==> config.mk <==
export PLATFORM = sky130hd
export DESIGN_NAME = ctm_back
export DESIGN_NICKNAME = d
export VERILOG_FILES = /design/src/hdl/ctm_pkg.sv /design/src/hdl/ctm_back.sv
export SDC_FILE = /design/constraint.sdc
export NUM_CORES = 2
export LEC_CHECK = 0
export BUFFER_PORTS_ARGS = -buffer_cell sky130_fd_sc_hd__buf_2
export CAP_MARGIN = 10
export CORE_UTILIZATION = 45
export DETAILED_ROUTE_END_ITERATION = 10
export PLACE_DENSITY = 0.66
export RECOVER_POWER = 100
export SLEW_MARGIN = 25
export SYNTH_ARGS = -nofsm -noshare
export SYNTH_HDL_FRONTEND = slang
export SYNTH_SLANG_ARGS = --single-unit
==> constraint.sdc <==
create_clock -name clk -period 10.09 [get_ports clk]
set_input_delay 2.018 -clock clk [delete_from_list [all_inputs] [get_ports clk]]
set_output_delay 2.018 -clock clk [all_outputs]
set_load 0.005 [all_outputs]
==> src/hdl/ctm_pkg.sv <==
package ctm_pkg;

  localparam int FRAC_BITS = 14;
  localparam int ONE       = 1 << FRAC_BITS;
  localparam int HALF      = 1 << (FRAC_BITS - 1);

  localparam int FRONT_STAGES = 5;
  localparam int DIV_STAGES   = 16;
  localparam int BACK_STAGES  = 5;
  localparam int NUM_STAGES   = FRONT_STAGES + DIV_STAGES + BACK_STAGES;

  localparam int CFG_W = 15;
  localparam int IDX_W = 3;

  localparam logic [IDX_W-1:0] REG_PIVOT_CAP      = 3'd0;
  localparam logic [IDX_W-1:0] REG_THROTTLE_TAPER = 3'd1;
  localparam logic [IDX_W-1:0] REG_TURN_TRACK_CAP = 3'd2;
  localparam logic [IDX_W-1:0] REG_BLEND_START    = 3'd3;
  localparam logic [IDX_W-1:0] REG_BLEND_END      = 3'd4;

  typedef struct packed {
    logic [CFG_W-1:0] pivot_cap;
    logic [CFG_W-1:0] throttle_taper;
    logic [CFG_W-1:0] turn_track_cap;
    logic [CFG_W-1:0] blend_start;
    logic [CFG_W-1:0] blend_end;
  } cfg_t;

  // round to nearest on a product magnitude, ties away from zero
  function automatic logic [39:0] qrnd(input logic [39:0] p);
    return (p + 40'(HALF)) >> FRAC_BITS;
  endfunction

  function automatic logic [17:0] sgn18(input logic neg, input logic [16:0] m);
    return neg ? (18'd0 - {1'b0, m}) : {1'b0, m};
  endfunction

  function automatic logic [16:0] mag18(input logic [17:0] v);
    logic [17:0] n;
    n = 18'd0 - v;
    return v[17] ? n[16:0] : v[16:0];
  endfunction

  function automatic logic [16:0] sat17(input logic [19:0] v);
    logic [16:0] r;
    if ($signed(v) > $signed(20'sd65535)) begin
      r = 17'h0FFFF;
    end else if ($signed(v) < $signed(-20'sd65536)) begin
      r = 17'h10000;
    end else begin
      r = v[16:0];
    end
    return r;
  endfunction

endpackage

==> src/hdl/ctm_back.sv <==
module ctm_back
  import ctm_pkg::*;
(
  input  logic        clk,
  input  logic [4:0]  en,
  input  logic [15:0] qcl,
  input  logic [15:0] qcr,
  input  logic [15:0] qb,
  input  logic [17:0] cl,
  input  logic [17:0] cr,
  input  logic [17:0] pl,
  input  logic [17:0] pr,
  input  logic        desat,
  input  logic        tfix,
  input  logic        tone,
  output logic [16:0] left_drive,
  output logic [16:0] right_drive
);

  // stage 1: desaturated curvature, blend ratio
  logic [17:0] clf_1_r, crf_1_r, pl_1_r, pr_1_r;
  logic [14:0] t_1_r;
  logic [29:0] p_t2_1_r;
  logic [14:0] t_nxt;

  always_comb begin
    if (tfix) begin
      t_nxt = tone ? 15'(ONE) : 15'd0;
    end else begin
      t_nxt = qb[14:0];
    end
  end

  always_ff @(posedge clk) begin
    if (en[0]) begin
      clf_1_r  <= desat ? sgn18(cl[17], {1'b0, qcl}) : cl;
      crf_1_r  <= desat ? sgn18(cr[17], {1'b0, qcr}) : cr;
      pl_1_r   <= pl;
      pr_1_r   <= pr;
      t_1_r    <= t_nxt;
      p_t2_1_r <= 30'(t_nxt) * 30'(t_nxt);
    end
  end

  // stage 2: smoothstep product
  logic [17:0] clf_2_r, crf_2_r, pl_2_r, pr_2_r;
  logic [30:0] p_s_2_r;
  logic [14:0] t2;
  logic [15:0] u;

  always_comb begin
    t2 = 15'(qrnd(40'(p_t2_1_r)));
    u  = 16'(3 * ONE) - {t_1_r, 1'b0};
  end

  always_ff @(posedge clk) begin
    if (en[1]) begin
      clf_2_r <= clf_1_r;
      crf_2_r <= crf_1_r;
      pl_2_r  <= pl_1_r;
      pr_2_r  <= pr_1_r;
      p_s_2_r <= 31'(t2) * 31'(u);
    end
  end

  // stage 3: blend weights
  logic [17:0] clf_3_r, crf_3_r, pl_3_r, pr_3_r;
  logic [15:0] s_3_r, wm_3_r;
  logic        wn_3_r;
  logic [15:0] s_nxt;
  logic [16:0] ww;

  always_comb begin
    s_nxt = 16'(qrnd(40'(p_s_2_r)));
    ww    = 17'(ONE) - {1'b0, s_nxt};
  end

  always_ff @(posedge clk) begin
    if (en[2]) begin
      clf_3_r <= clf_2_r;
      crf_3_r <= crf_2_r;
      pl_3_r  <= pl_2_r;
      pr_3_r  <= pr_2_r;
      s_3_r   <= s_nxt;
      wn_3_r  <= ww[16];
      wm_3_r  <= ww[16] ? 16'(17'd0 - ww) : ww[15:0];
    end
  end

  // stage 4: weighted products
  logic [32:0] pp_pl_4_r, pp_pr_4_r, pp_cl_4_r, pp_cr_4_r;
  logic        npl_4_r, npr_4_r, ncl_4_r, ncr_4_r;

  always_ff @(posedge clk) begin
    if (en[3]) begin
      pp_pl_4_r <= 33'(mag18(pl_3_r)) * 33'(wm_3_r);
      pp_pr_4_r <= 33'(mag18(pr_3_r)) * 33'(wm_3_r);
      pp_cl_4_r <= 33'(mag18(clf_3_r)) * 33'(s_3_r);
      pp_cr_4_r <= 33'(mag18(crf_3_r)) * 33'(s_3_r);
      npl_4_r   <= pl_3_r[17] ^ wn_3_r;
      npr_4_r   <= pr_3_r[17] ^ wn_3_r;
      ncl_4_r   <= clf_3_r[17];
      ncr_4_r   <= crf_3_r[17];
    end
  end

  // stage 5: sum and saturate into the output register
  logic [16:0] left_r, right_r;
  logic [17:0] a_l, b_l, a_r, b_r;
  logic [19:0] sum_l, sum_r;

  always_comb begin
    a_l   = sgn18(npl_4_r, 17'(qrnd(40'(pp_pl_4_r))));
    b_l   = sgn18(ncl_4_r, 17'(qrnd(40'(pp_cl_4_r))));
    a_r   = sgn18(npr_4_r, 17'(qrnd(40'(pp_pr_4_r))));
    b_r   = sgn18(ncr_4_r, 17'(qrnd(40'(pp_cr_4_r))));
    sum_l = {{2{a_l[17]}}, a_l} + {{2{b_l[17]}}, b_l};
    sum_r = {{2{a_r[17]}}, a_r} + {{2{b_r[17]}}, b_r};
  end

  always_ff @(posedge clk) begin
    if (en[4]) begin
      left_r  <= sat17(sum_l);
      right_r <= sat17(sum_r);
    end
  end

  assign left_drive  = left_r;
  assign right_drive = right_r;

endmodule

Word-level counts from Yosys, hierarchy flattened. Cells that the tools add are included.

Logic and storage cells: 78. Bits in registers: 485. Input bits: 129. Output and inout port bits: 34.

Add/subtract/negate cells: 21. $mul: 6. Bitwise operators: 2. $lt $le $gt $ge: 4. Muxes and demuxes: 17.

Operators by type and width (number): 2-to-1 mux 18 bit (8); adder 31 x 14 -> 31 bit (second input constant) (4); multiplier 17 x 16 -> 31 bit (4); 2-to-1 mux 17 bit (6); subtractor 1 x 17 -> 18 bit (first input constant) (4); subtractor 1 x 17 -> 17 bit (first input constant) (4); adder 18 x 18 -> 19 bit (2); > comparator 19 x 17 -> 1 bit (second input constant) (2); < comparator 19 x 17 -> 1 bit (second input constant) (2); subtractor 1 x 16 -> 17 bit (first input constant) (2); adder 30 x 14 -> 30 bit (second input constant) (1); multiplier 15 x 16 -> 30 bit (1); 2-to-1 mux 15 bit (2); adder 29 x 14 -> 29 bit (second input constant) (1); multiplier 15 x 15 -> 29 bit (1); subtractor 15 x 16 -> 17 bit (first input constant) (1); 2-to-1 mux 16 bit (1); subtractor 1 x 16 -> 16 bit (first input constant) (1); subtractor 16 bit (first input constant) (1); bitwise XOR 1 bit (2).

Longest topological paths before layout.
Depth after elaboration: 6. Depth in mapped cells: 33. Depth with buffers taken out: 31.

Least setup slack after synthesis. No wires, ideal clock.

Path kind: input port to flip-flop. Start: input tfix. End: register p_t2_1_r[28], data pin. Arrival time: 8047 ps. Data required time: 9828 ps. Setup slack: 1781 ps. Library setup time: 262 ps. Stages on the path: 23. Path buffers: 2. Path through: clkbuf_1 nor2b_1 clkbuf_1 nand2_1 fa_1 inv_1 fa_1 fa_1 inv_1 fa_1 inv_1 fa_1 fa_1 ha_1 and3_1 and3_1 a211oi_1 a21oi_1 a21o_1 o41a_1 and4_4 a2111oi_4 xnor2_1.

Cells in the longest elaborated chain, start to end: 2.

Ends and longest elaborated chain: start: declaration (line ctm_back.sv:14) `input logic tfix,`; 2-to-1 mux 15 bit (line ctm_back.sv:27) `if (tfix) begin`; net t_nxt[12] (line ctm_back.sv:24) `logic [14:0] t_nxt;`; multiplier 15 x 15 -> 29 bit (line ctm_back.sv:41) `p_t2_1_r <= 30'(t_nxt) * 30'(t_nxt);`; end signal: assignment (line ctm_back.sv:41); end: declaration (line ctm_back.sv:23) `logic [29:0] p_t2_1_r;`.

The timed path passes the listed nets, and every way through them passes these cells. A chain may end at the register's enable or synchronous reset.

Worst setup path in the final report.
Start: register pr_3_r[1]. End: register pp_pr_4_r[26], data pin.

Cells in the longest elaborated chain, start to end: 3.

Ends and longest elaborated chain: start: declaration (line ctm_back.sv:67) `logic [17:0] clf_3_r, crf_3_r, pl_3_r, pr_3_r;`; start signal: assignment (line ctm_back.sv:83) `pr_3_r <= pr_2_r;`; subtractor 1 x 17 -> 17 bit (line ctm_pkg.sv:40) `n = 18'd0 - v;`; 2-to-1 mux 17 bit (*) (line ctm_pkg.sv:41) `return v[17] ? n[16:0] : v[16:0];`; multiplier 17 x 16 -> 31 bit (*) (line ctm_back.sv:97) `pp_pr_4_r <= 33'(mag18(pr_3_r)) * 33'(wm_3_r);`; end signal: assignment (line ctm_back.sv:97); end: declaration (line ctm_back.sv:91) `logic [32:0] pp_pl_4_r, pp_pr_4_r, pp_cl_4_r, pp_cr_4_r;`.

Every way passes the cells marked *; elsewhere a longest branch is shown, timed or not.

==> impl_metrics.csv <==
group,metric,value,unit
outcome,outcome,"finished with violations",
outcome,failed_checks,"capacitance limit, slew limit",
logic_synthesis,synth-async-reset-ratio,0,
grt,grt_pass1_wl,255000,um
logic_synthesis,synth_edf_count,406,
logic_synthesis,synth.ff_latch_count,406,
route,via_count,46000,
sta,hold_viol,0,
setup_path,slowest_delay,1450,ps
sta,final_max_slew_viol_count,518,
logic_synthesis,synth_cell_types,85,
route,dr.pass1.iters,8,
clock_tree,cts_resized,0,
die,die_w,386,um
sta,setup_viol,0,
setup_path,slowest_stage,"xnor2_1",
setup_path,crit_cells,27,
clock_tree,cts.sinks,406,
clock_tree,insertion_delay,670,ps
logic_synthesis,syn_nets,8676,
clock_tree,cts.clk_slew.worst_paths,60,ps
route,wl,154000,um
sta,finalCritPeriodShare,0.921,
setup_path,reg2regPathDepth,27,
setup_path,cp_max_fo,16,
logic_synthesis,yosysSeqAreaShare,0.184,
setup_path,critPathLaunchType,"flip-flop",
setup_path,endpoint_kind,"flip-flop",
place,place_congestion,0.888,
setup_path,worstPathRequired,10480,ps
setup_path,cp_data_arrival_time,9680,ps
grt,gr-total-overflow,0,
sta,fin_setup_tns,0,ps
place,io_buffer_count,161,
clock_tree,numCtsBuffers,49,
die,fp.dieH,386,um
clock_tree,hold_buffers,0,
setup_path,reg2reg_from,"pr_3_r[1]",
cells_and_area,final_net_count,8751,
grt,grt_max_degree,69,
die,die_area,0.149,mm^2
logic_synthesis,synth.avg_cell_area,9.70,um^2
die,rows,140,
clock_tree,tritoncts,"done",
sta,fin_crit,9290,ps
route,antenna_left,0,
setup_path,critPathTopFamily,"adder cells",
route,remaining_drc_errors,0,
flow_run,max_cap_violations,12,
setup_path,rr_endpoint,"pp_pr_4_r[26]",
hold_path,hold_path_depth,0,
cells_and_area,fin_util,0.487,
logic_synthesis,synthCells,6831,
sta,fmax,108,MHz
logic_synthesis,synth_ff_type,"edfxtp_1",
clock_tree,clockBufferDepth,3,
grt,grt_pass1_vias,49400,
setup_path,ff2ff_setup_slack,800,ps
hold_path,min_to,"clf_3_r[9]",
place,post-dp-hpwl,122000,um
die,initial_core_util,0.454,
hold_path,min_path_type,"flip-flop to flip-flop",
sta,slew_headroom,-1.53,
clock_tree,clock-root-buffer,"clkbuf_16",
clock_tree,post_cts_buffers,0,
cells_and_area,drive_gt1_frac,0.0526,
die,pin_count,163,
sta,fin_worst_skew,38.8,ps
logic_synthesis,yosysWarningCount,0,
grt,antenna_found_initial,7,
route,dr.first_iter.drc_count,2867,
clock_tree,htreeDepth,2,
logic_synthesis,syn_area,0.0662,mm^2
route,wl_per_cell,17.4,um
setup_path,crit_buf_inv,4,
sta,rsz0062_at_grt,"no",
grt,grt_usage,0.214,
setup_path,crit_type,"flip-flop to flip-flop",
hold_path,hold_start,"clf_2_r[9]",
route,drt-vias-per-instance,5.19,
sta,max_slew.worst_pin.slew,3800,ps
setup_path,cp_common_cell,"fa_1",
cells_and_area,syn_to_final_growth,7.33,%
die,core-area,0.146,mm^2
-- layout by cell type (no fill, tap or decap), types with 17 or more instances in the layout --
cell and instances:
a211oi_1 17, a21o_1 60, a21oi_1 124, and2_1 542
and3_1 53, buf_2 124, buf_4 91, clkbuf_1 58
clkbuf_16 49, edfxtp_1 406, fa_1 1128, ha_1 588
inv_1 1317, mux2i_1 19, nand2_1 877, nand2b_1 29
nand3_1 81, nand4_1 21, nor2_1 289, nor2b_1 67
nor3_1 54, o21a_1 35, o21ai_0 132, o31ai_1 31
or3_1 36, xnor2_1 245, xnor2_2 30, xor2_1 160
-- layer usage --
metal	track usage	vias to the layer above	part of all wire
met4	0.0550	4	0.023
met5	0	-	0.00018
li1	-	21400	-
met2	0.370	1174	0.49
met3	0.0265	216	0.052
met1	0.285	23300	0.44
-- stage by stage --
step | area (um^2) | worst slack [ps] | std cells | hold WS [ps]
floorplan | 66200 | 1780 | 6831 | 400
global placement | 69600 | 961 | 8772 | 402
detailed placement | 69600 | 898 | 8772 | 405
CTS | 71200 | 903 | 8862 | 403
global route | 71100 | 321 | 8863 | 411
finish | 71100 | 802 | 8864 | 399
-- cell type report --
type	instances	area, um^2
antenna	2	5.00
clock buffer	58	1260
multi-input combinational	4866	48400
inverter	1319	4950
sequential	406	12200
fill	13400	74800
timing repair buffer	264	1490
clock inverter	32	368
tap	1917	2400
-- cell usage after synthesis, types with 6 or more instances --
cell / n / area share
inv_1: 1316 / 0.075
fa_1: 1128 / 0.34
nand2_1: 876 / 0.050
ha_1: 588 / 0.11
and2_1: 547 / 0.052
edfxtp_1: 406 / 0.18
nor2_1: 289 / 0.016
xnor2_1: 279 / 0.037
clkbuf_1: 225 / 0.013
xor2_1: 164 / 0.022
o21ai_0: 133 / 0.010
a21oi_1: 123 / 0.0093
nand3_1: 80 / 0.0060
nor2b_1: 67 / 0.0063
a21o_1: 60 / 0.0068
nor3_1: 54 / 0.0041
and3_1: 53 / 0.0050
or3_1: 36 / 0.0034
o21a_1: 35 / 0.0040
o31ai_1: 31 / 0.0035
nand2b_1: 29 / 0.0027
nand4_1: 21 / 0.0020
mux2i_1: 19 / 0.0029
a211oi_1: 16 / 0.0018
a31oi_1: 16 / 0.0015
or4_1: 16 / 0.0018
mux2_2: 15 / 0.0026
o21bai_1: 14 / 0.0016
or2_2: 14 / 0.0013
a21boi_0: 13 / 0.0015
o41ai_1: 13 / 0.0017
and4_1: 12 / 0.0016
buf_1: 8 / 0.00045
o211ai_1: 8 / 0.00091
o31a_1: 8 / 0.0011
a221oi_1: 7 / 0.00093
nor4_1: 7 / 0.00066
and2b_1: 6 / 0.00068
o22ai_1: 6 / 0.00057
-- how the worst max path moves through the flow --
stage	startpoint	to	slack, ps
6_report	pr_3_r[1]	pp_pr_4_r[26]	800
4_1_cts	pr_3_r[1]	pp_pr_4_r[26]	900
3_3_place_gp	t_1_r[0]	p_s_2_r[29]	960
5_1_grt	pl_3_r[0]	pp_pl_4_r[30]	320
2_1_floorplan	tfix	p_t2_1_r[28]	1780
3_5_place_dp	t_1_r[0]	p_s_2_r[29]	900
-- logic make-up after synthesis --
family / Yosys count / synth area share
muxes: 36 / 0.00597
buffers and inverters: 1559 / 0.0888
DFF: 406 / 0.184
xor gates and xnor gates: 443 / 0.0586
adders and majority gates: 1716 / 0.452
and+or+nand+nor: 2126 / 0.156
AOI/OAI and AO/OA: 545 / 0.0547
Power is not shown: default switching activity piles up to over one toggle a cycle in this logic, so the estimate is an artifact.
