<file path="config.mk">
export PLATFORM = sky130hd
export DESIGN_NAME = ctm_div
export DESIGN_NICKNAME = d
export VERILOG_FILES = /design/src/hdl/ctm_pkg.sv /design/src/hdl/ctm_div.sv
export SDC_FILE = /design/constraint.sdc
export NUM_CORES = 1
export LEC_CHECK = 0
export BUFFER_PORTS_ARGS = -buffer_cell sky130_fd_sc_hd__buf_2
export CAP_MARGIN = 30
export CORE_UTILIZATION = 40
export DETAILED_ROUTE_END_ITERATION = 16
export HOLD_SLACK_MARGIN = 0.1
export SLEW_MARGIN = 0
export SYNTH_ARGS = -nofsm -noshare
export SYNTH_HDL_FRONTEND = slang
export SYNTH_SLANG_ARGS = --single-unit
</file>
<file path="constraint.sdc">
create_clock -name clk -period 4.95 [get_ports clk]
set_input_delay 0.99 -clock clk [delete_from_list [all_inputs] [get_ports clk]]
set_output_delay 0.99 -clock clk [all_outputs]
set_load 0.1 [all_outputs]
</file>
<file path="src/hdl/ctm_pkg.sv">
package ctm_pkg;

  localparam int FRAC_BITS = 14;
  localparam int ONE       = 1 << FRAC_BITS;
  localparam int HALF      = 1 << (FRAC_BITS - 1);

  localparam int FRONT_STAGES = 5;
  localparam int DIV_STAGES   = 16;
  localparam int BACK_STAGES  = 5;
  localparam int NUM_STAGES   = FRONT_STAGES + DIV_STAGES + BACK_STAGES;

  localparam int CFG_W = 15;
  localparam int IDX_W = 3;

  localparam logic [IDX_W-1:0] REG_PIVOT_CAP      = 3'd0;
  localparam logic [IDX_W-1:0] REG_THROTTLE_TAPER = 3'd1;
  localparam logic [IDX_W-1:0] REG_TURN_TRACK_CAP = 3'd2;
  localparam logic [IDX_W-1:0] REG_BLEND_START    = 3'd3;
  localparam logic [IDX_W-1:0] REG_BLEND_END      = 3'd4;

  typedef struct packed {
    logic [CFG_W-1:0] pivot_cap;
    logic [CFG_W-1:0] throttle_taper;
    logic [CFG_W-1:0] turn_track_cap;
    logic [CFG_W-1:0] blend_start;
    logic [CFG_W-1:0] blend_end;
  } cfg_t;

  // round to nearest on a product magnitude, ties away from zero
  function automatic logic [39:0] qrnd(input logic [39:0] p);
    return (p + 40'(HALF)) >> FRAC_BITS;
  endfunction

  function automatic logic [17:0] sgn18(input logic neg, input logic [16:0] m);
    return neg ? (18'd0 - {1'b0, m}) : {1'b0, m};
  endfunction

  function automatic logic [16:0] mag18(input logic [17:0] v);
    logic [17:0] n;
    n = 18'd0 - v;
    return v[17] ? n[16:0] : v[16:0];
  endfunction

  function automatic logic [16:0] sat17(input logic [19:0] v);
    logic [16:0] r;
    if ($signed(v) > $signed(20'sd65535)) begin
      r = 17'h0FFFF;
    end else if ($signed(v) < $signed(-20'sd65536)) begin
      r = 17'h10000;
    end else begin
      r = v[16:0];
    end
    return r;
  endfunction

endpackage

</file>
<file path="src/hdl/ctm_div.sv">
module ctm_div
  import ctm_pkg::*;
#(
  parameter int NW = 34,
  parameter int DW = 18,
  parameter int QW = DIV_STAGES,
  parameter int SW = 1
) (
  input  logic          clk,
  input  logic [QW-1:0] en,
  input  logic [NW-1:0] num,
  input  logic [DW-1:0] den,
  input  logic [SW-1:0] side_in,
  output logic [QW-1:0] quo,
  output logic [SW-1:0] side_out
);

  logic [DW-1:0] rem_r  [QW];
  logic [QW-1:0] sh_r   [QW];
  logic [DW-1:0] den_r  [QW];
  logic [SW-1:0] side_r [QW];

  for (genvar gi = 0; gi < QW; gi++) begin : g_stage
    logic [DW-1:0] rem_in, den_in, rem_nxt;
    logic [QW-1:0] sh_in, sh_nxt;
    logic [SW-1:0] side_s;
    logic [DW:0]   trial;
    logic [DW+1:0] diff;

    if (gi == 0) begin : g_first
      assign rem_in = DW'(num[NW-1:QW]);
      assign sh_in  = num[QW-1:0];
      assign den_in = den;
      assign side_s = side_in;
    end else begin : g_next
      assign rem_in = rem_r[gi-1];
      assign sh_in  = sh_r[gi-1];
      assign den_in = den_r[gi-1];
      assign side_s = side_r[gi-1];
    end

    always_comb begin
      trial   = {rem_in, sh_in[QW-1]};
      diff    = {1'b0, trial} - {2'b00, den_in};
      rem_nxt = diff[DW+1] ? trial[DW-1:0] : diff[DW-1:0];
      sh_nxt  = {sh_in[QW-2:0], !diff[DW+1]};
    end

    always_ff @(posedge clk) begin
      if (en[gi]) begin
        rem_r[gi]  <= rem_nxt;
        sh_r[gi]   <= sh_nxt;
        den_r[gi]  <= den_in;
        side_r[gi] <= side_s;
      end
    end
  end

  assign quo      = sh_r[QW-1];
  assign side_out = side_r[QW-1];

endmodule

</file>
* Word-level counts from Yosys, hierarchy flattened
Memories as Yosys holds them, arrays and structs flattened.
Cells that the tools add are included.
** Operators by class
- Add/sub/neg operators :: 16
- Multiplexer cells :: 48
- Reduce and logical (&&, ||, !) cells :: 16
** Operators by type and width (count)
- $sub 19x18->20 :: 16
- $mux 18 :: 16
- $mux 1 :: 32
- $logic_not 1->1 :: 16
** Word-level totals
- Bits in registers :: 0
- Logic and storage cells :: 84
- Output and inout port bits :: 17
- Memories :: 4
- RAM bits :: 848
** Memories
- den_r :: depth 16, width 18, rd ports 15, clocked after memory_dff 0, write ports 16, RTL line ctm_div.sv:20 : logic [DW-1:0] den_r [QW];
- rem_r :: depth 16, width 18, rd ports 15, clocked after memory_dff 0, write ports 16, RTL line ctm_div.sv:18 : logic [DW-1:0] rem_r [QW];
- sh_r :: depth 16, width 16, rd ports 16, clocked after memory_dff 0, write ports 16, RTL line ctm_div.sv:19 : logic [QW-1:0] sh_r [QW];
- side_r :: depth 16, width 1, rd ports 16, clocked after memory_dff 0, write ports 16, RTL line ctm_div.sv:21 : logic [SW-1:0] side_r [QW];

* Longest topological paths before layout
Gate-level depths: netlist (run 1).
- Depth in word-level cells :: 2
- Depth in mapped cells :: 13

* Worst setup path before layout (run 1)
OpenSTA, ideal clock, no wires.
- Kind :: input port to flip-flop
- From :: in num[15]
- To :: mem rem_r[0][14] (data pin)
- Arrival :: 3017 ps
- Required time :: 4690 ps
- Library setup time :: 260 ps
- Cell stages on the path :: 12
- Setup slack :: 1674 ps
- Path buffers :: 0
- Cell sequence :: inv_1 ha_1 inv_1 fa_1 a21o_1 a21oi_1 o21a_1 o211ai_1 a31o_2 a21oi_1 xnor2_1 mux2_2
** RTL lines
- from (decl) :: RTL line ctm_div.sv:11 : input logic [NW-1:0] num,
- to (decl) :: RTL line ctm_div.sv:18

==> out/metrics.cfg, run 1 <==
[global_routing]
grt_overflow_total=0
grt_pass1_vias=25500
grtUsageTotal_pct=13.8
grt_pass1_wl_um=119000
antenna_found_initial=0
grt_max_degree=54

[clock_network]
post_cts_buffers=0
clk_path_buf_depth=3
hold_buffers=0
insertion_delay_ns=0.67
root_buffer=clkbuf_16
clk_pin_slew_ns=0.06
cts_resized=0
cts-htree-levels=3
cts.sinks=812
cts_buffers=90
tritoncts=done

[synthesis]
ys_seq_area_share_pct=58.7
ys.flop_type=edfxtp_1
yosysWarnings=0
ys_types=85
synth_edf_count=812
ys_ff_latch=812
synth_fp_nets=3609
syn_inst=3237
async_flop_share_pct=0
syn_avg_cell_area_um2=12.8
synth_area_um2=41600

[finish]
multi_input_area_um2=15400
final-seq-area_um2=24400
layout.nets=3758
fill_cells=9170
antenna_cells=0
layout-drive-gt1-share_pct=13.4
syn_to_final_growth_pct=12.0
final_util_pct=45.5

[pwr]
p_leak_nw=18.7
powerDensity_nw_per_um2=608
peakVddDrop_uv=311
total_power_mw=28.3

[floorplan]
die_w_um=324
floorplan.initialDensity_pct=40.6
die_y_um=324
core_um2=102000
die_area_um2=105000
num_rows=117
io_pins=87

[timing]
min_period_ns=3.43
timing.final.ws_setup_ns=1.52
period_share_pct=69.3
slew_headroom_pct=40.0
drv_slew=0
worst_pin_slew_ns=0.900
grt_setup_unrepaired=false
final.setup.tns_ns=0
fmax_mhz=291
setup_viol=0
fin_skew_ns=0.0393
finalHoldViolations=0

[placement]
hpwl_um=54600
place.gp.congestion=0.867
pre_cts_ws_ns=1.06
io_buffers=86

[drt]
wl_met3_um=2210
met1Wirelength_um=25600
vias_per_cell=5.02
route.met2.wl_um=41300
route.top_layer_used=met4
route.vias.total=24300
drt-pass1-iter-count=5
wl_um=71800
drt_iter0_drc=930
drtAntennaViolNets=0
avgRoutedWirePerCell_um=14.9
post-route-drc-count=0

[hold_path]
hp-start=sh_r[1][57]
hold_path.class=register to register
hold_depth=0
hold_path_end=sh_r[1][74]

[setup_path]
timing.rr.start=sh_r[0][15]
start_kind=register
end_kind=register
crit_buf_inv=2
cp_slowest_cell=o41ai_2
worstReg2RegEnd=rem_r[0][34]
cp_top_family=compound AO/OA/AOI/OAI gates
critPathArrivalTime_ns=3.81
crit_chain=inv_1 > ha_1 > inv_1 > fa_1 > a21oi_1 > o21ai_0 > o41ai_2 > o311ai_1 > a221o_1 > a21oi_1 > xor2_1 > a21oi_1
path_max_fanout=4
rr_worst_depth=12
slowest_delay_ns=0.55
crit_path_frequent_cell=a21oi_1
required_ns=5.33
crit_type=register to register
regToRegSetupSlack_ns=1.52

[outcome]
status=completed

[job]
cap_viol_max_count=0

synthesized netlist by cell type, types with 6 or more instances:
| master | number | area share [%] |
|---|---|---|
| nor3b_1 | 9 | 0.16 |
| mux2i_1 | 15 | 0.36 |
| nor2b_1 | 35 | 0.53 |
| o21ai_1 | 12 | 0.14 |
| a211o_1 | 9 | 0.19 |
| clkbuf_1 | 23 | 0.21 |
| a311oi_1 | 6 | 0.13 |
| o21ai_0 | 139 | 1.7 |
| nand2b_1 | 25 | 0.38 |
| o31a_1 | 9 | 0.19 |
| o2111ai_1 | 7 | 0.15 |
| xnor2_1 | 108 | 2.3 |
| nor3_1 | 43 | 0.52 |
| xor2_1 | 80 | 1.7 |
| nand3_1 | 37 | 0.45 |
| nor2_1 | 201 | 1.8 |
| o211ai_1 | 18 | 0.33 |
| ha_1 | 287 | 8.6 |
| o311ai_0 | 10 | 0.21 |
| a31o_2 | 11 | 0.23 |
| buf_6 | 9 | 0.24 |
| or3_1 | 8 | 0.12 |
| a221oi_1 | 6 | 0.13 |
| a21oi_2 | 14 | 0.29 |
| nand4_1 | 20 | 0.30 |
| a21o_1 | 95 | 1.7 |
| edfxtp_1 | 812 | 59 |
| a2111oi_0 | 7 | 0.15 |
| mux2_2 | 113 | 3.1 |
| mux2_4 | 37 | 1.3 |
| o21bai_1 | 35 | 0.63 |
| nand2_1 | 139 | 1.3 |
| a21oi_1 | 216 | 2.6 |
| fa_1 | 15 | 0.72 |
| a211oi_1 | 16 | 0.29 |
| and3_1 | 25 | 0.38 |
| o31ai_1 | 8 | 0.14 |
| o21a_1 | 37 | 0.67 |
| inv_1 | 381 | 3.4 |
| and2_1 | 11 | 0.17 |
| buf_2 | 19 | 0.23 |
| a31oi_1 | 27 | 0.41 |
how the worst max path moves through the flow:
| stage | start | to | slack, ns | cells past startpoint |
|---|---|---|---|---|
| 4_1_cts | rem_r[0][72] | rem_r[0][103] | 1.50 | 9 |
| 3_3_place_gp | den[1] | rem_r[0][2] | 1.07 | 11 |
| 5_1_grt | rem_r[0][72] | rem_r[0][103] | 1.31 | 9 |
| 6_report | sh_r[0][15] | rem_r[0][34] | 1.52 | 12 |
| 2_1_floorplan | num[15] | rem_r[0][14] | 1.67 | 12 |
| 3_5_place_dp | den[1] | rem_r[0][2] | 1.06 | 11 |
report_power, final:
part	total, mW	switching, mW	internal (mW)
clock	6.62	2.70	3.92
combinational	11.2	5.98	5.26
sequential	10.5	0.706	9.75
through the flow:
| stage | area, um2 | hold slack [ns] | instances |
|---|---|---|---|
| final | 46600 | 0.413 | 4829 |
| after CTS | 46600 | 0.412 | 4829 |
| after floorplan | 41600 | 0.400 | 3237 |
| after global routing | 46600 | 0.416 | 4829 |
| after detailed placement | 43600 | 0.405 | 4662 |
| after global placement | 43500 | 0.401 | 4659 |
placed cells by master (no fill, tap or decap), types with 14 or more instances in the layout:
| cell type | Yosys | layout |
|---|---|---|
| mux2i_1 | 15 | 15 |
| o21ai_0 | 139 | 139 |
| xnor2_1 | 108 | 108 |
| clkinv_2 | 0 | 17 |
| a211oi_1 | 16 | 16 |
| xor2_1 | 80 | 80 |
| a31oi_1 | 27 | 26 |
| o21bai_1 | 35 | 34 |
| edfxtp_1 | 812 | 812 |
| o211ai_1 | 18 | 18 |
| a21oi_2 | 14 | 14 |
| o21a_1 | 37 | 37 |
| buf_4 | 0 | 22 |
| clkinv_1 | 0 | 22 |
| nand4_1 | 20 | 20 |
| nor2b_1 | 35 | 35 |
| buf_2 | 19 | 86 |
| and3_1 | 25 | 25 |
| mux2_2 | 113 | 113 |
| fa_1 | 15 | 15 |
| nand3_1 | 37 | 37 |
| nor2_1 | 201 | 201 |
| clkbuf_16 | 0 | 91 |
| nand2b_1 | 25 | 25 |
| mux2_4 | 37 | 37 |
| inv_1 | 381 | 381 |
| a21oi_1 | 216 | 216 |
| ha_1 | 287 | 287 |
| clkbuf_1 | 23 | 16 |
| nand2_1 | 139 | 139 |
| a21o_1 | 95 | 95 |
| nor3_1 | 43 | 43 |
kinds of logic (layout without fill, tap and decap cells):
group | count (synthesis) | after routing | synth area share (%)
and+or+nand+nor | 576 | 576 | 6.51
muxes | 170 | 170 | 4.89
DFF | 812 | 812 | 58.7
buffers and inverters | 435 | 659 | 4.27
AOI/OAI and AO/OA | 754 | 754 | 12.3
xor gates and xnor gates | 188 | 188 | 3.96
adders and majority gates | 302 | 302 | 9.36
area by class of cell:
type | instances | area share (%)
Clock inverter | 60 | 1.35
Sequential cell | 812 | 52.4
Timing Repair Buffer | 111 | 1.41
Multi-Input combinational cell | 1990 | 33.1
Clock buffer | 107 | 5.02
Inverter | 381 | 3.07
Tap cell | 1368 | 3.68
layer usage:
| layer | track usage, % | vias to the layer above |
|---|---|---|
| met5 | 0 | - |
| met4 | 6.37 | 0 |
| met1 | 12.7 | 11500 |
| li1 | - | 12200 |
| met2 | 28.4 | 324 |
| met3 | 2.33 | 179 |
flip-flops by register name, indices dropped and copies added, names as in the netlist:
register and count:
rem_r 270, side_r 16, den_r 270, sh_r 256
(Power assumes the default switching activity.)
==> run 2: changes to the inputs <==
- ABC_AREA: unset -> 1
- clock period: 4.95 -> 2.9 ns (I/O delays scaled with it)
==> run 2 against run 1 <==
Against the previous run: sequential cell count stayed put; core utilization up 0.21 points; hold slack worse by 0.24 ns; first-iteration DRC count increased to 2.5 times the previous value; design area rose by 11%; via count rose by 36%; register-to-register slack got worse by 1.1 ns; worst setup slack got worse by 1.1 ns; synthesized cell count increased by 51%; sequential power increased by 73%.
==> out/metrics.cfg, run 2 <==
[outcome]
status=completed

[finish]
layout-drive-gt1-share_pct=8.26
syn_to_final_growth_pct=12.8
top_regs=den_r x270, rem_r x270, sh_r x256
layout.nets=5488
final_util_pct=45.7
layoutNonFillerInstCount=6693
layout_common_cells=nand2_1, inv_1, edfxtp_1, nand3_1, ha_1
final_common_cell=nand2_1

[floorplan]
die_w_um=340
die_area_um2=116000
die_y_um=340
num_rows=123
floorplan.initialDensity_pct=40.5
io_pins=87
core_um2=113000

[global_routing]
grt_max_degree=54
grt_overflow_total=0
grt_pass1_wl_um=173000
antenna_found_initial=3
grtUsageTotal_pct=19.0
grt_pass1_vias=31500

[setup_path]
critPathArrivalTime_ns=2.88
end_kind=register
start_kind=register
worstSetupStartpoint=den_r[0][33]
regToRegSetupSlack_ns=0.39
required_ns=3.27
timing.rr.start=den_r[0][33]
rr_worst_depth=9
path_max_fanout=28
crit_type=register to register
worstReg2RegEnd=rem_r[0][43]

[synthesis]
synth_fp_nets=5257
yosysWarnings=0
ys_ff_latch=812
yosys-top-cells-count=nand2_1, inv_1, edfxtp_1
synth.area.top_cells=edfxtp_1, nand2_1, ha_1, inv_1, nand3_1
ys_seq_area_share_pct=53.3
synth_area_um2=45800
synth_area_leader_cell=edfxtp_1
async_flop_share_pct=0
ys_types=36
syn_avg_cell_area_um2=9.37
syn_inst=4885
synth_edf_count=812
ys.flop_type=edfxtp_1
synth.most_common_cell=nand2_1
yosysTopAreaCellShare_pct=53.3

[pwr]
p_leak_nw=23.7
total_power_mw=51.4
powerDensity_nw_per_um2=996
peakVddDrop_uv=531

[timing]
fin_skew_ns=0.0321
timing.final.ws_setup_ns=0.391
slew_headroom_pct=52.1
setup_viol=0
min_period_ns=2.51
fmax_mhz=399
finalHoldViolations=0
grt_setup_unrepaired=false
worst_pin_slew_ns=0.719
final.setup.tns_ns=0
drv_slew=0
period_share_pct=86.5

[hold_path]
hold_path_end=den_r[0][10]
hold_depth=1
hp-start=den[10]
hold_path.class=input pin to register

[drt]
route.top_layer_used=met5
route.vias.total=32900
route.met2.wl_um=53400
drt_iter0_drc=2329
drt-pass1-iter-count=5
vias_per_cell=4.92
avgRoutedWirePerCell_um=16.5
met1Wirelength_um=49000
wl_met3_um=5130
drtAntennaViolNets=0
wl_um=110000
post-route-drc-count=0

[job]
cap_viol_max_count=0

[placement]
io_buffers=86
place.gp.congestion=0.930
hpwl_um=87300
placedCellCount=6488
pre_cts_ws_ns=0.369

[clock_network]
clk_path_buf_depth=3
tritoncts=done
cts_resized=0
clk_pin_slew_ns=0.06
cts.sinks=812
hold_buffers=33
post_cts_buffers=0
cts_buffers=93
root_buffer=clkbuf_16
insertion_delay_ns=0.68
cts-htree-levels=3

## run 2: critical path, stage by stage (launching register included)
cell and delay (ns):
edfxtp_1 0.41, inv_1 0.07, ha_1 0.36, nand2_1 0.15, nor3_2 0.20, and2_2 0.24, nand2_2 0.16, nand3_2 0.12
buf_4 0.32, o21ai_0 0.17
## run 2: through the flow
step                      cell area, um2  hold slack, ns
final                              51700           0.169
after CTS                          51600           0.129
after global routing               51700           0.135
after global placement             48200           0.401
after floorplan                    45800           0.400
after detailed placement           48200           0.405
## run 2: power by group
part / total [mW] / switching, mW / internal (mW)
Combinational: 21.4 / 13.9 / 7.46
Sequential: 18.2 / 1.64 / 16.6
Clock: 11.8 / 4.80 / 6.99
## run 2: layout make-up
type                            instances  area (um2)
Fill cell                           10900       61300
Sequential cell                       812       24400
Multi-Input combinational cell       3187       17800
Inverter                              841        3160
Clock buffer                          109        2430
Tap cell                             1500        1880
Timing Repair Buffer                  181        1330
Clock inverter                         62         657
Antenna cell                            1        2.50
## run 2: how the worst max path moves through the flow
stage                          endpoint  slack, ns  cells past startpoint
after floorplan            rem_r[0][15]       0.72                     10
after global placement    rem_r[0][127]       0.40                      7
after detailed placement    rem_r[0][4]       0.37                     10
after CTS                  rem_r[0][43]       0.38                      9
after global routing      rem_r[0][127]       0.21                      8
final                      rem_r[0][43]       0.39                      9
## run 2: metal layers
layer	up-vias	GRT usage, %
met3	163	2.51
met2	737	32.7
met1	15200	24.9
met4	2	5.78
met5	-	0
li1	16800	-
## run 2: cell families after synthesis
family          synth area share (%)
flops                           53.3
compound gates                  5.24
buf+inv                         7.82
fa+ha+maj                       8.50
xor+xnor                        2.30
simple gates                    22.9
==> run 3: changes to the inputs <==
- BUFFER_PORTS_ARGS: -buffer_cell sky130_fd_sc_hd__buf_2 -> -buffer_cell sky130_fd_sc_hd__buf_4
==> run 3 against run 2 <==
Against the previous run: wire length increased by 0.77%; non-clock buffer count decreased by 19; highest routed layer is now met4; via count increased by 0.31%; die area unchanged.
==> out/metrics.cfg, run 3 (synthesized netlist as in run 2, its figures left out) <==
[setup_path]
timing.rr.start=rem_r[0][119]
cp_top_family=compound AO/OA/AOI/OAI gates
crit_type=register to register
critPathArrivalTime_ns=2.96
worstReg2RegEnd=rem_r[0][127]
regToRegSetupSlack_ns=0.36
cp_slowest_cell=ha_1
rr_worst_depth=7
crit_chain=ha_1 > a21oi_1 > o21ai_1 > a21oi_4 > nand3_2 > buf_12 > o21ai_0
slowest_delay_ns=0.43
crit_buf_inv=1
start_kind=register
path_max_fanout=28
end_kind=register
required_ns=3.32

[pwr]
p_leak_nw=23.6
peakVddDrop_uv=494
powerDensity_nw_per_um2=988

[clock_network]
cts_resized=0
tritoncts=done
clk_pin_slew_ns=0.07
cts.sinks=812
insertion_delay_ns=0.67
post_cts_buffers=0
root_buffer=clkbuf_16
clk_path_buf_depth=3
cts-htree-levels=3
cts_buffers=90

[timing]
min_period_ns=2.54
worst_pin_slew_ns=0.783
setup_viol=0
fin_skew_ns=0.0303
finalHoldViolations=0
slew_headroom_pct=47.8
grt_setup_unrepaired=false
final.setup.tns_ns=0
fmax_mhz=393
drv_slew=0
period_share_pct=87.7

[floorplan]
num_rows=123
die_w_um=340
core_um2=113000
die_y_um=340
die_area_um2=116000
io_pins=87
floorplan.initialDensity_pct=40.5

[drt]
vias_per_cell=4.95
drt_iter0_drc=2237
post-route-drc-count=0
wl_um=111000
avgRoutedWirePerCell_um=16.7
route.vias.total=33000
drt-pass1-iter-count=5
drtAntennaViolNets=0

[job]
cap_viol_max_count=0

[global_routing]
antenna_found_initial=2
grtUsageTotal_pct=19.2
grt_pass1_vias=31900
grt_pass1_wl_um=175000
grt_overflow_total=0
grt_max_degree=54

[placement]
place.gp.congestion=0.909
place_area_um2=48300
io_buffers=86
hpwl_um=87300

[finish]
fin_area_um2=51400
layout_common_cells=nand2_1, inv_1, edfxtp_1, nand3_1, ha_1
syn_to_final_growth_pct=12.4
layout-drive-gt1-share_pct=7.72
top_regs=den_r x270, rem_r x270, sh_r x256
final_common_cell=nand2_1
layout.nets=5466

[hold_path]
hold_path.class=input pin to register
hold_path_end=rem_r[0][13]
hp-start=num[28]
hold_depth=3

[outcome]
status=completed

[run 3: worst max-delay path by stage]
stage	from	end	slack (ns)	cells past startpoint
after global routing	rem_r[0][133]	rem_r[1][0]	0.21	10
after global placement	rem_r[0][119]	rem_r[0][127]	0.36	7
after floorplan	den[12]	rem_r[0][15]	0.72	10
final	rem_r[0][119]	rem_r[0][127]	0.36	7
after CTS	rem_r[0][119]	rem_r[0][127]	0.34	7
after detailed placement	rem_r[0][119]	rem_r[0][127]	0.35	7
[run 3: worst min-delay path, stage by stage]
cell and delay, ns:
buf_4 0.09, nand4_1 0.09, nand2_1 0.07
[run 3: where the power goes]
| part | internal [mW] | leakage (nW) | total, mW | switching (mW) |
|---|---|---|---|---|
| Sequential | 16.6 | 7.95 | 18.3 | 1.66 |
| Combinational | 7.58 | 14.2 | 21.6 | 14.0 |
| Clock | 6.34 | 1.37 | 11.0 | 4.70 |
| Total | 30.5 | 23.6 | 50.9 | 20.3 |
[run 3: through the flow]
step	total power, mW	util [%]	hold slack (ns)	setup slack [ns]	cells
final	50.9	45.5	0.253	0.355	6668
after global routing	54.9	45.5	0.247	0.206	6667
after CTS	51.2	45.5	0.204	0.338	6667
after detailed placement	39.8	42.7	0.405	0.354	6468
after global placement	39.6	42.7	0.401	0.363	6468
after floorplan	33.9	-	0.400	0.721	4885
[run 3: area by class of cell]
cell class / count / area, um2
antenna: 1 / 2.50
clock buffer: 104 / 2350
clock inverter: 61 / 497
fill: 10900 / 61500
inverter: 841 / 3160
multi-input combinational: 3187 / 17800
sequential: 812 / 24400
tap: 1500 / 1880
timing repair buffer: 162 / 1360
[run 3: routing by layer]
| layer | part of all wire, % | wire length [um] | GRT usage, % |
|---|---|---|---|
| met5 | 0 | 0 | 0 |
| met4 | 2.5 | 2780 | 5.84 |
| met3 | 4.5 | 4990 | 2.36 |
| met2 | 48 | 53800 | 32.9 |
| met1 | 45 | 49700 | 25.3 |
[run 3: what timing repair did]
action	in CTS	in global routing
hold buffers	34	0
endpoints found under the setup margin	0	0
endpoints found under the hold margin	34	0
